**src/rtl/core/lsh_pkg.sv**
```systemverilog
// ----------------------------------------------------------------------------
// lsh_pkg
// Shared types, constants and the bucket threshold table of the
// logarithmic bucket histogram.
// ----------------------------------------------------------------------------
package lsh_pkg;

  localparam int NUM_BUCKETS_DEF  = 256;
  localparam int COUNTER_BITS_DEF = 32;

  // threshold table geometry
  localparam int THR_DEPTH = 256;
  localparam int THR_IDX_W = $clog2(THR_DEPTH);
  localparam int SRCH_W    = $clog2(THR_DEPTH + 1);
  localparam int DIG_CAP   = 260;
  localparam logic [63:0] THR_SAT = 64'd1 << 40;

  localparam logic OP_ADD  = 1'b0;
  localparam logic OP_READ = 1'b1;

  typedef struct packed {
    logic        op;
    logic [31:0] sample_value;
    logic [7:0]  read_bucket;
  } req_t;

  typedef struct packed {
    logic [7:0]  bucket_index;
    logic [31:0] bucket_count;
    logic [31:0] total_count;
  } rsp_t;

  typedef struct packed {
    logic load_req;
    logic search_step;
    logic set_bucket;
    logic clear_wr;
    logic rd_issue;
    logic commit;
  } ctrl_cmd_t;

  typedef struct packed {
    logic req_read;
    logic search_done;
    logic clear_done;
  } ctrl_sts_t;

  // bit 32 marks a threshold that no 32-bit sample reaches
  typedef logic [THR_DEPTH-1:0][32:0] thr_table_t;

  // thresholds ceil(1.1^k - 1.1), from 11^k kept as decimal digits
  function automatic thr_table_t thr_build();
    thr_table_t               tab;
    logic [DIG_CAP-1:0][3:0]  dig;
    int                       len;
    int                       carry;
    int                       v;
    logic [63:0]              ip;
    logic [63:0]              t;
    logic                     above;
    logic                     done;
    tab    = '1;
    dig    = '0;
    dig[0] = 4'd1;
    len    = 1;
    done   = 1'b0;
    for (int j = 0; j < THR_DEPTH; j++) begin
      if (!done) begin
        ip = '0;
        for (int i = DIG_CAP; i > 0; i--) begin
          if (i <= len && i > j) begin
            ip = ip * 64'd10 + 64'(dig[i-1]);
            if (ip > THR_SAT) ip = THR_SAT;
          end
        end
        above = 1'b0;
        if (j >= 1) begin
          if (dig[j-1] > 4'd1) begin
            above = 1'b1;
          end else if (dig[j-1] == 4'd1) begin
            for (int i = 0; i < DIG_CAP; i++) begin
              if (i + 1 < j && dig[i] != 4'd0) above = 1'b1;
            end
          end
        end
        if (above) t = ip;
        else if (ip > 64'd0) t = ip - 64'd1;
        else t = '0;
        if (t > 64'h0000_0000_FFFF_FFFF) begin
          done = 1'b1;
        end else begin
          tab[j] = {1'b0, t[31:0]};
        end
        carry = 0;
        for (int i = 0; i < DIG_CAP; i++) begin
          if (i < len) begin
            v      = int'(dig[i]) * 11 + carry;
            dig[i] = 4'(v % 10);
            carry  = v / 10;
          end
        end
        for (int i = 0; i < DIG_CAP; i++) begin
          if (carry != 0 && i == len) begin
            dig[i] = 4'(carry % 10);
            carry  = carry / 10;
            len    = len + 1;
          end
        end
      end
    end
    return tab;
  endfunction

  localparam thr_table_t THR_TABLE = thr_build();

endpackage

```
**src/rtl/core/lsh_ctrl.sv**
```systemverilog
// ----------------------------------------------------------------------------
// lsh_ctrl
// Sequencer for the histogram: clearing pass, request intake, threshold
// search, counter fetch and commit of the result.
// ----------------------------------------------------------------------------
module lsh_ctrl import lsh_pkg::*; (
  input  logic      clk,
  input  logic      rst,
  input  logic      req_valid,
  output logic      req_stall,
  output logic      rsp_valid,
  input  logic      rsp_stall,
  input  ctrl_sts_t sts,
  output ctrl_cmd_t cmd
);

  typedef enum logic [4:0] {
    ST_CLEAR  = 5'b00001,
    ST_IDLE   = 5'b00010,
    ST_SEARCH = 5'b00100,
    ST_FETCH  = 5'b01000,
    ST_UPDATE = 5'b10000
  } state_t;

  state_t state;
  state_t state_next;

  always_comb begin
    cmd        = '0;
    state_next = state;
    case (state)
      ST_CLEAR: begin
        cmd.clear_wr = 1'b1;
        if (sts.clear_done) begin
          state_next = ST_IDLE;
        end
      end
      ST_IDLE: begin
        if (req_valid) begin
          cmd.load_req = 1'b1;
          state_next   = sts.req_read ? ST_FETCH : ST_SEARCH;
        end
      end
      ST_SEARCH: begin
        if (sts.search_done) begin
          cmd.set_bucket = 1'b1;
          state_next     = ST_FETCH;
        end else begin
          cmd.search_step = 1'b1;
        end
      end
      ST_FETCH: begin
        cmd.rd_issue = 1'b1;
        state_next   = ST_UPDATE;
      end
      ST_UPDATE: begin
        if (!rsp_valid || !rsp_stall) begin
          cmd.commit = 1'b1;
          state_next = ST_IDLE;
        end
      end
      default: begin
        state_next = ST_CLEAR;
      end
    endcase
  end

  always_ff @(posedge clk) begin
    if (rst) begin
      state     <= ST_CLEAR;
      rsp_valid <= 1'b0;
    end else begin
      state <= state_next;
      if (cmd.commit) begin
        rsp_valid <= 1'b1;
      end else if (!rsp_stall) begin
        rsp_valid <= 1'b0;
      end
    end
  end

  assign req_stall = (state != ST_IDLE);

endmodule

```
**config.mk**
```make
export PLATFORM = sky130hd
export DESIGN_NAME = lsh_ctrl
export DESIGN_NICKNAME = d
export VERILOG_FILES = /design/src/rtl/core/lsh_pkg.sv /design/src/rtl/core/lsh_ctrl.sv
export SDC_FILE = /design/constraint.sdc
export NUM_CORES = 1
export LEC_CHECK = 0
export BUFFER_PORTS_ARGS = -buffer_cell sky130_fd_sc_hd__buf_2
export CAP_MARGIN = 10
export CORE_AREA = 2 2 39 41
export DETAILED_ROUTE_END_ITERATION = 6
export DIE_AREA = 0 0 41 43
export HOLD_SLACK_MARGIN = 0.02
export SETUP_SLACK_MARGIN = 0.5
export SLEW_MARGIN = 20
export SYNTH_ARGS = -nofsm -noshare
export SYNTH_HDL_FRONTEND = slang
export SYNTH_SLANG_ARGS = --single-unit
```
**constraint.sdc**
```tcl
create_clock -name clk -period 1.5 [get_ports clk]
set_input_delay 0.075 -clock clk [delete_from_list [all_inputs] [get_ports clk]]
set_output_delay 0.075 -clock clk [all_outputs]
set_load 0.02 [all_outputs]
```
==> out/qor.yml, run 1 <==
cts:
  path_clk_slew_ns: 0.05
  htree_levels: 1
  cts_root_buffer: "clkbuf_4"
  cts_sinks: 6
  cts_buffer_depth: 2
  cts_tree: "yes"
  cts_buffers: 3
  clock_latency_ns: 0.25
  cts_hold_buf: 0
worst_hold_path:
  min_path_cells: 2
  hold_path.class: "input pin to register"
  hp-start: "rst"
  worstHoldEndpoint: "rsp_valid$_SDFFE_PP0P_"
cells_and_area:
  syn_to_final_growth_pct: 63.9
  diodes: 0
  drive_gt1_frac: 0.580
  mostFrequentLayoutCell: "buf_2"
  regArea_sq_um: 136
  final_core_utilization: 0.501
  mostFrequentLayoutCells: "buf_2 (11), buf_4 (9), nand2_1 (5), buf_6 (5)"
  nFillCells: 123
  nets: 90
  multiInputGateArea_sq_um: 320
yosys:
  synth_nets: 64
  ys_warn_count: 0
  synth_top_area_cell: "dfxtp_1"
  ys_seq_area_frac: 0.284
  synth.area.top_cells: "dfxtp_1 (28%), nand2_1 (6.2%), a21oi_1 (4.7%)"
  syn_area_sq_um: 423
  synth_top_area_frac: 0.284
  ys_types: 27
  syn_inst: 57
  avgSynthCellArea_sq_um: 7.42
  synth-seq-cells: 6
power_and_ir_drop:
  power_frac_clock: 0.303
  vdd_drop_max_v: 0.000319
  internal_power_mw: 0.354
  p_comb_frac: 0.344
  p_sw_mw: 0.171
  sequentialPowerShare: 0.353
  switching_share: 0.326
  p_leak_nw: 0.311
  powerDensity_nw_per_um2: 757
sta:
  period_needed_ns: 1.35
  clock-skew-final_ns: 0.00242
  grt_setup_unrepaired: "true"
  fin_setup_tns_ns: 0
  setup_viol: 0
  slew_headroom: 0.815
  maxSlewViolCount: 0
  period_share: 0.897
  tightestPinTransition_ns: 0.273
  max_freq_mhz: 743
  hold_viol_final: 0
setup_path:
  path_class: "register to primary output"
  r2r_cells: 4
  cp.required_ns: 1.42
  end_kind: "primary output"
  arrival_ns: 1.27
  r2r-end: "state[3]$_SDFFE_PP0P_"
  start_kind: "register"
  r2r_start: "state[4]$_SDFFE_PP0P_"
  critPathMaxFanout: 7
  r2r_setup_slack_ns: 0.18
routing:
  antenna_left: 0
  route.detailed.drc: 0
  vias: 521
  firstDrtPassIters: 4
  wire_per_inst_um: 12.8
  drt-total-wl_um: 1240
  drt_iter0_markers: 5
  viasPerCell: 5.37
die:
  start_util: 0.306
  die_w_um: 41
  die_area_sq_um: 1760
  design.portCount: 15
  row_count: 14
  core-area_sq_um: 1380
  chipHeight_um: 43
run:
  maxCapViolations: 0
placement:
  dp_hpwl_um: 783
  gp_congestion: 0.750
  port_buffers: 14
run_status:
  status: "finished clean"
global_routing:
  antenna_found_initial: 0
  overflow: 0
  grt_pass1_wl_um: 1880
  grt_use_total: 0.161
  grt_pass1_vias: 461
  grt_max_degree: 12
[per-stage QoR]
step | total power [mW] | instance area (sq um) | std cells | worst slack (ns) | hold WS [ns]
6_report | 0.525 | 693 | 97 | 0.154 | 0.0773
5_1_grt | 0.552 | 693 | 97 | 0.102 | 0.0805
4_1_cts | 0.510 | 643 | 95 | 0.153 | 0.0735
3_5_place_dp | 0.301 | 507 | 83 | 0.152 | 0.346
3_3_place_gp | 0.299 | 507 | 83 | 0.182 | 0.348
2_1_floorplan | 0.268 | 443 | 57 | 0.279 | 0.144
[layer usage]
layer | share of wire | global-route usage | wire length, um | vias up
met5 | 0 | 0 | 0 | -
met4 | 0.045 | 0.120 | 56 | 0
li1 | - | - | - | 259
met2 | 0.50 | 0.241 | 624 | 17
met3 | 0.040 | 0.0471 | 50 | 6
met1 | 0.41 | 0.183 | 509 | 239
[sequential cells by signal, summed over array words and instances (netlist names)]
register / cells
rsp_valid: 1
state: 5
[cells by family (layout without fill, tap and decap cells)]
kind of cell,count (synthesis),in the layout,synth area share
xor+xnor,1,1,0.0207
compound gates,11,11,0.166
simple gates,31,31,0.432
buf+inv,8,32,0.0976
flops,6,6,0.284
[timing repair]
action	in CTS	in global routing
cloned	0	0
endpoints found under the setup margin	13	13
setup buffers	9	2
resized for setup	19	9
pin swaps	3	1
endpoints found under the hold margin	0	0
[worst max-delay path: stages, from the launching register on]
cell     delay, ns
dfxtp_4       0.36
or3_4         0.40
nor3_2        0.10
buf_4         0.16
[power by group through the flow]
stage          Combinational [mW]  Clock [mW]  Sequential [mW]
6_report                    0.181       0.159            0.185
5_1_grt                     0.192       0.174            0.186
3_5_place_dp                0.110           0            0.191
4_1_cts                     0.162       0.163            0.185
3_3_place_gp                0.109           0            0.191
2_1_floorplan              0.0886           0            0.179
[cell usage after synthesis (all sizes together)]
cell    count
xor2        1
o31ai       1
nand4       2
inv         4
a221o       1
nand4b      2
nor3        3
buf         4
dfxtp       6
and2b       1
a21oi       4
and4b       1
and3        1
or3b        1
a31oi       1
nor2        5
nand3b      1
a21boi      1
nor4        3
o21ai       2
o311ai      1
nor2b       1
nand2       7
or3         1
nand3       2
[final cells by class]
| type | count | area share |
|---|---|---|
| clock buffer | 3 | 0.0325 |
| inverter | 4 | 0.0217 |
| multi-input combinational | 43 | 0.462 |
| sequential | 6 | 0.197 |
| tap | 16 | 0.0289 |
| timing repair buffer | 25 | 0.258 |
[worst max path at each step]
stage,from,endpoint,slack [ns],cells after the start
2_1_floorplan,state[4]$_SDFFE_PP0P_,state[3]$_SDFFE_PP0P_,0.28,4
6_report,state[1]$_SDFFE_PP0P_,cmd[2],0.15,3
4_1_cts,state[0]$_SDFFE_PP1P_,cmd[0],0.15,4
3_3_place_gp,state[1]$_SDFFE_PP0P_,state[3]$_SDFFE_PP0P_,0.18,3
5_1_grt,state[0]$_SDFFE_PP1P_,cmd[0],0.10,4
3_5_place_dp,state[1]$_SDFFE_PP0P_,state[3]$_SDFFE_PP0P_,0.15,3
Power figures use the tool's default switching activity.
==> run 2: changes to the inputs <==
==> constraint.sdc (replaced) <==
create_clock -name clk -period 1.5 [get_ports clk]
set_input_delay 0.45 -clock clk [delete_from_list [all_inputs] [get_ports clk]]
set_output_delay 0.45 -clock clk [all_outputs]
set_load 0.02 [all_outputs]
==> out/qor.yml, run 2 (synthesized netlist as in run 1, its figures left out) <==
run_status:
  status: "finished, violations left"
  violations: "negative setup slack"
sta:
  whs_ns: 0.469
  grt_setup_unrepaired: "true"
  tightestPinTransition_ns: 0.290
  max_freq_mhz: 582
  maxSlewViolCount: 0
  period_needed_ns: 1.72
  setup_slack_ns: -0.218
  slew_headroom: 0.806
  period_share: 1.15
  clock-skew-final_ns: 0.00149
  hold_viol_final: 0
  setup_viol: 9
die:
  die_area_sq_um: 1760
  design.portCount: 15
  row_count: 14
  die_w_um: 41
  start_util: 0.306
  chipHeight_um: 43
  core-area_sq_um: 1380
power_and_ir_drop:
  powerDensity_nw_per_um2: 632
  internal_power_mw: 0.389
  p_leak_nw: 0.399
  p_comb_frac: 0.414
  sequentialPowerShare: 0.322
  p_sw_mw: 0.195
  vdd_drop_max_v: 0.000465
  switching_share: 0.334
  power_frac_clock: 0.264
setup_path:
  arrival_ns: 1.27
  start_kind: "register"
  critPathMaxFanout: 5
  cp.required_ns: 1.05
  path_class: "register to primary output"
  end_kind: "primary output"
cells_and_area:
  instances_no_fill: 114
  nFillCells: 105
  diodes: 0
  multiInputGateArea_sq_um: 378
  largest_reg_flops: 5
  syn_to_final_growth_pct: 119
  mostFrequentLayoutCell: "buf_4"
  regArea_sq_um: 136
  nets: 107
  mostFrequentLayoutCells: "buf_4 (22), buf_6 (14), buf_2 (6), nand2_1 (5), dfxtp_4 (4)"
  regMostFlops: "state"
  final_core_utilization: 0.668
  drive_gt1_frac: 0.714
  reg.largest.list: "state: 5 flops, rsp_valid: 1 flops"
global_routing:
  grt_pass1_vias: 615
  grt_use_total: 0.223
  overflow: 0
  grt_pass1_wl_um: 2590
  grt_max_degree: 8
  antenna_found_initial: 0
cts:
  cts_buffer_depth: 2
  cts_root_buffer: "clkbuf_4"
  htree_levels: 1
  cts_buffers: 3
  clock_latency_ns: 0.25
  path_clk_slew_ns: 0.05
  cts_tree: "yes"
  cts_sinks: 6
  cts_hold_buf: 0
placement:
  port_buffers: 14
  gp_congestion: 0.750
  dp_hpwl_um: 934
  dp.cells: 97
routing:
  vias: 614
  viasPerCell: 5.39
  route.detailed.drc: 0
  antenna_left: 0
  drt_iter0_markers: 15
  firstDrtPassIters: 4
  wire_per_inst_um: 15.0
  drt-total-wl_um: 1710
worst_hold_path:
  hold_path.class: "input pin to register"
run:
  maxCapViolations: 0
[run 2: worst paths after layout]
path / startpoint / endpoint / slack [ns] / cells after the start
worst max register to register: state[4]$_SDFFE_PP0P_ / state[4]$_SDFFE_PP0P_ / -0.14 / 9
worst min register to register: rsp_valid$_SDFFE_PP0P_ / rsp_valid$_SDFFE_PP0P_ / 0.64 / 3
worst max-delay path: state[4]$_SDFFE_PP0P_ / cmd[2] / -0.22 / 3
worst min-delay path: rst / state[2]$_SDFFE_PP0P_ / 0.47 / 2
[run 2: timing repair]
item	4_1_cts	5_1_grt
pin swaps	9	7
setup buffers	13	1
setup endpoints to repair	14	14
resized for setup	35	10
[run 2: power by group through the flow]
stage | combinational (mW) | clock, mW | sequential [mW]
floorplan | 0.109 | 0 | 0.182
global placement | 0.175 | 0 | 0.185
detailed placement | 0.173 | 0 | 0.187
CTS | 0.217 | 0.159 | 0.186
global route | 0.258 | 0.167 | 0.189
finish | 0.242 | 0.155 | 0.188
[run 2: critical path: stages (launching register included)]
cell,delay (ns)
dfxtp_4,0.36
or3_4,0.40
nor3_4,0.12
buf_6,0.13
[run 2: metrics by stage]
stage / instance area [sq um] / power, mW / worst slack, ns / TNS (ns)
global route: 925 / 0.614 / -0.259 / -1.82
CTS: 872 / 0.562 / -0.208 / -1.41
global placement: 642 / 0.360 / -0.00748 / -0.00748
floorplan: 488 / 0.291 / -0.0265 / -0.0265
finish: 925 / 0.584 / -0.218 / -1.49
detailed placement: 642 / 0.360 / -0.0251 / -0.0442
[run 2: per-layer routing]
| metal | GRT usage | vias up | routed length, um |
|---|---|---|---|
| met5 | 0 | - | 0 |
| li1 | - | 288 | - |
| met3 | 0.0785 | 8 | 96 |
| met1 | 0.220 | 292 | 608 |
| met4 | 0.107 | 0 | 59 |
| met2 | 0.384 | 26 | 947 |
[run 2: cell type report]
cell class | count | share of cell area
clock buffer | 3 | 0.0244
inverter | 4 | 0.0162
multi-input combinational | 43 | 0.409
sequential | 6 | 0.147
tap | 16 | 0.0217
timing repair buffer | 42 | 0.382
==> run 3: changes to the inputs <==
CELL_PAD_IN_SITES_DETAIL_PLACEMENT = 1   (was unset)
CELL_PAD_IN_SITES_GLOBAL_PLACEMENT = 1   (was unset)
CTS_BUF_LIST = sky130_fd_sc_hd__clkbuf_8   (was unset)
PLACE_DENSITY_LB_ADDON = 0.1   (was unset)
==> out/qor.yml, run 3 (synthesized netlist as in run 1, its figures left out) <==
setup_path:
  r2r_start: "state[4]$_SDFFE_PP0P_"
  critical-path-top-delay-family: "simple AND/OR/NAND/NOR gates"
  cpPeakStageDelay_ns: 0.36
  path_cells: "buf_6, nor4_4, nand2_1, inv_2, buf_6"
  cp.depth: 5
  critPathMaxFanout: 5
  path_class: "register to primary output"
  arrival_ns: 1.33
  crit_top_cell: "buf_6"
  r2r-end: "state[2]$_SDFFE_PP0P_"
  critPathSlowestCell: "dfxtp_4"
  end_kind: "primary output"
  crit_buf_inv: 3
  r2r_cells: 9
  cp.required_ns: 1.05
  r2r_setup_slack_ns: -0.09
  start_kind: "register"
cells_and_area:
  mostFrequentLayoutCell: "buf_6"
  reg.largest.list: "state: 5 flops, rsp_valid: 1 flops"
  diodes: 0
  regMostFlops: "state"
  stdcell_area_sq_um: 905
  nets: 103
  syn_to_final_growth_pct: 114
  mostFrequentLayoutCells: "buf_6 (17), buf_4 (14), buf_2 (7), nand2_1 (5), dfxtp_4 (4)"
  drive_gt1_frac: 0.713
  instances_no_fill: 110
  largest_reg_flops: 5
  final_core_utilization: 0.654
die:
  die_w_um: 41
  core-area_sq_um: 1380
  design.portCount: 15
  row_count: 14
  start_util: 0.306
  die_area_sq_um: 1760
  chipHeight_um: 43
cts:
  cts_root_buffer: "clkbuf_8"
  cts_sinks: 6
  path_clk_slew_ns: 0.04
  cts_buffer_depth: 2
  clock_latency_ns: 0.23
  cts_buffers: 3
  cts_tree: "yes"
  htree_levels: 1
placement:
  dp_slack_ns: -0.0162
  port_buffers: 14
  gp_congestion: 0.861
  dp_hpwl_um: 1050
  dp.cells: 96
  place_area_sq_um: 634
sta:
  whs_ns: 0.502
  tightestPinTransition_ns: 0.425
  setup_viol: 8
  clock-skew-final_ns: 0.00276
  max_freq_mhz: 561
  maxSlewViolCount: 0
  slew_headroom: 0.712
  period_needed_ns: 1.78
  fin_setup_tns_ns: -1.30
  setup_slack_ns: -0.281
  hold_viol_final: 0
  period_share: 1.19
  grt_setup_unrepaired: "true"
global_routing:
  grt_pass1_wl_um: 2540
  overflow: 0
  grt_use_total: 0.221
  grt_pass1_vias: 570
  antenna_found_initial: 0
  grt_max_degree: 8
routing:
  vias: 605
  antenna_left: 0
  wire_per_inst_um: 18.3
  drt_iter0_markers: 11
  viasPerCell: 5.50
  route.detailed.drc: 0
  firstDrtPassIters: 4
  drt-total-wl_um: 2010
run:
  maxCapViolations: 0
worst_hold_path:
  hp-start: "rst"
  min_path_cells: 2
  hold_path.class: "input pin to register"
  worstHoldEndpoint: "state[4]$_SDFFE_PP0P_"
power_and_ir_drop:
  vdd_drop_max_v: 0.000683
  p_leak_nw: 0.387
  p_total_mw: 0.684
  powerDensity_nw_per_um2: 756
run_status:
  status: "finished, violations left"
  violations: "negative setup slack"
==> run 3: metal layers <==
metal / vias to the layer above / global-route usage / part of all wire
met4: 0 / 0.0800 / 0.019
li1: 280 / - / -
met1: 294 / 0.258 / 0.35
met3: 6 / 0.0785 / 0.054
met2: 25 / 0.353 / 0.58
met5: - / 0 / 0
==> run 3: timing repair <==
item,4_1_cts,5_1_grt
gates resized for setup,32,14
hold buffers,0,0
pin swaps,12,8
endpoints found under the setup margin,13,14
setup buffers,8,3
==> run 3: final cells by class <==
type                            instances  area, sq um
Clock buffer                            3         41.3
Fill cell                             157          479
Inverter                                4         15.0
Multi-Input combinational cell         43          359
Tap cell                               16         20.0
Sequential cell                         6          138
Timing Repair Buffer                   38          332
==> run 3: how the worst max path moves through the flow <==
stage | to | start | slack [ns]
CTS | cmd[2] | state[1]$_SDFFE_PP0P_ | -0.19
detailed placement | cmd[2] | state[1]$_SDFFE_PP0P_ | -0.02
global route | cmd[1] | state[1]$_SDFFE_PP0P_ | -0.33
finish | cmd[1] | state[1]$_SDFFE_PP0P_ | -0.28
floorplan | cmd[2] | state[4]$_SDFFE_PP0P_ | -0.03
global placement | cmd[0] | state[0]$_SDFFE_PP1P_ | -0.005
==> run 3: power by group <==
| part | total, mW | internal, mW | leakage, nW | switching (mW) |
|---|---|---|---|---|
| Sequential | 0.185 | 0.168 | 0.0521 | 0.0173 |
| Combinational | 0.250 | 0.132 | 0.313 | 0.117 |
| Clock | 0.249 | 0.173 | 0.0216 | 0.0760 |
| Total | 0.684 | 0.473 | 0.387 | 0.210 |
==> run 3: worst register-to-register path: stages, from the launching register on <==
cell and delay, ns:
dfxtp_2 0.36, buf_6 0.14, nor2_4 0.11, nand4_1 0.15
buf_4 0.16, buf_4 0.12, buf_4 0.12, buf_4 0.12
buf_4 0.13, a21oi_2 0.10
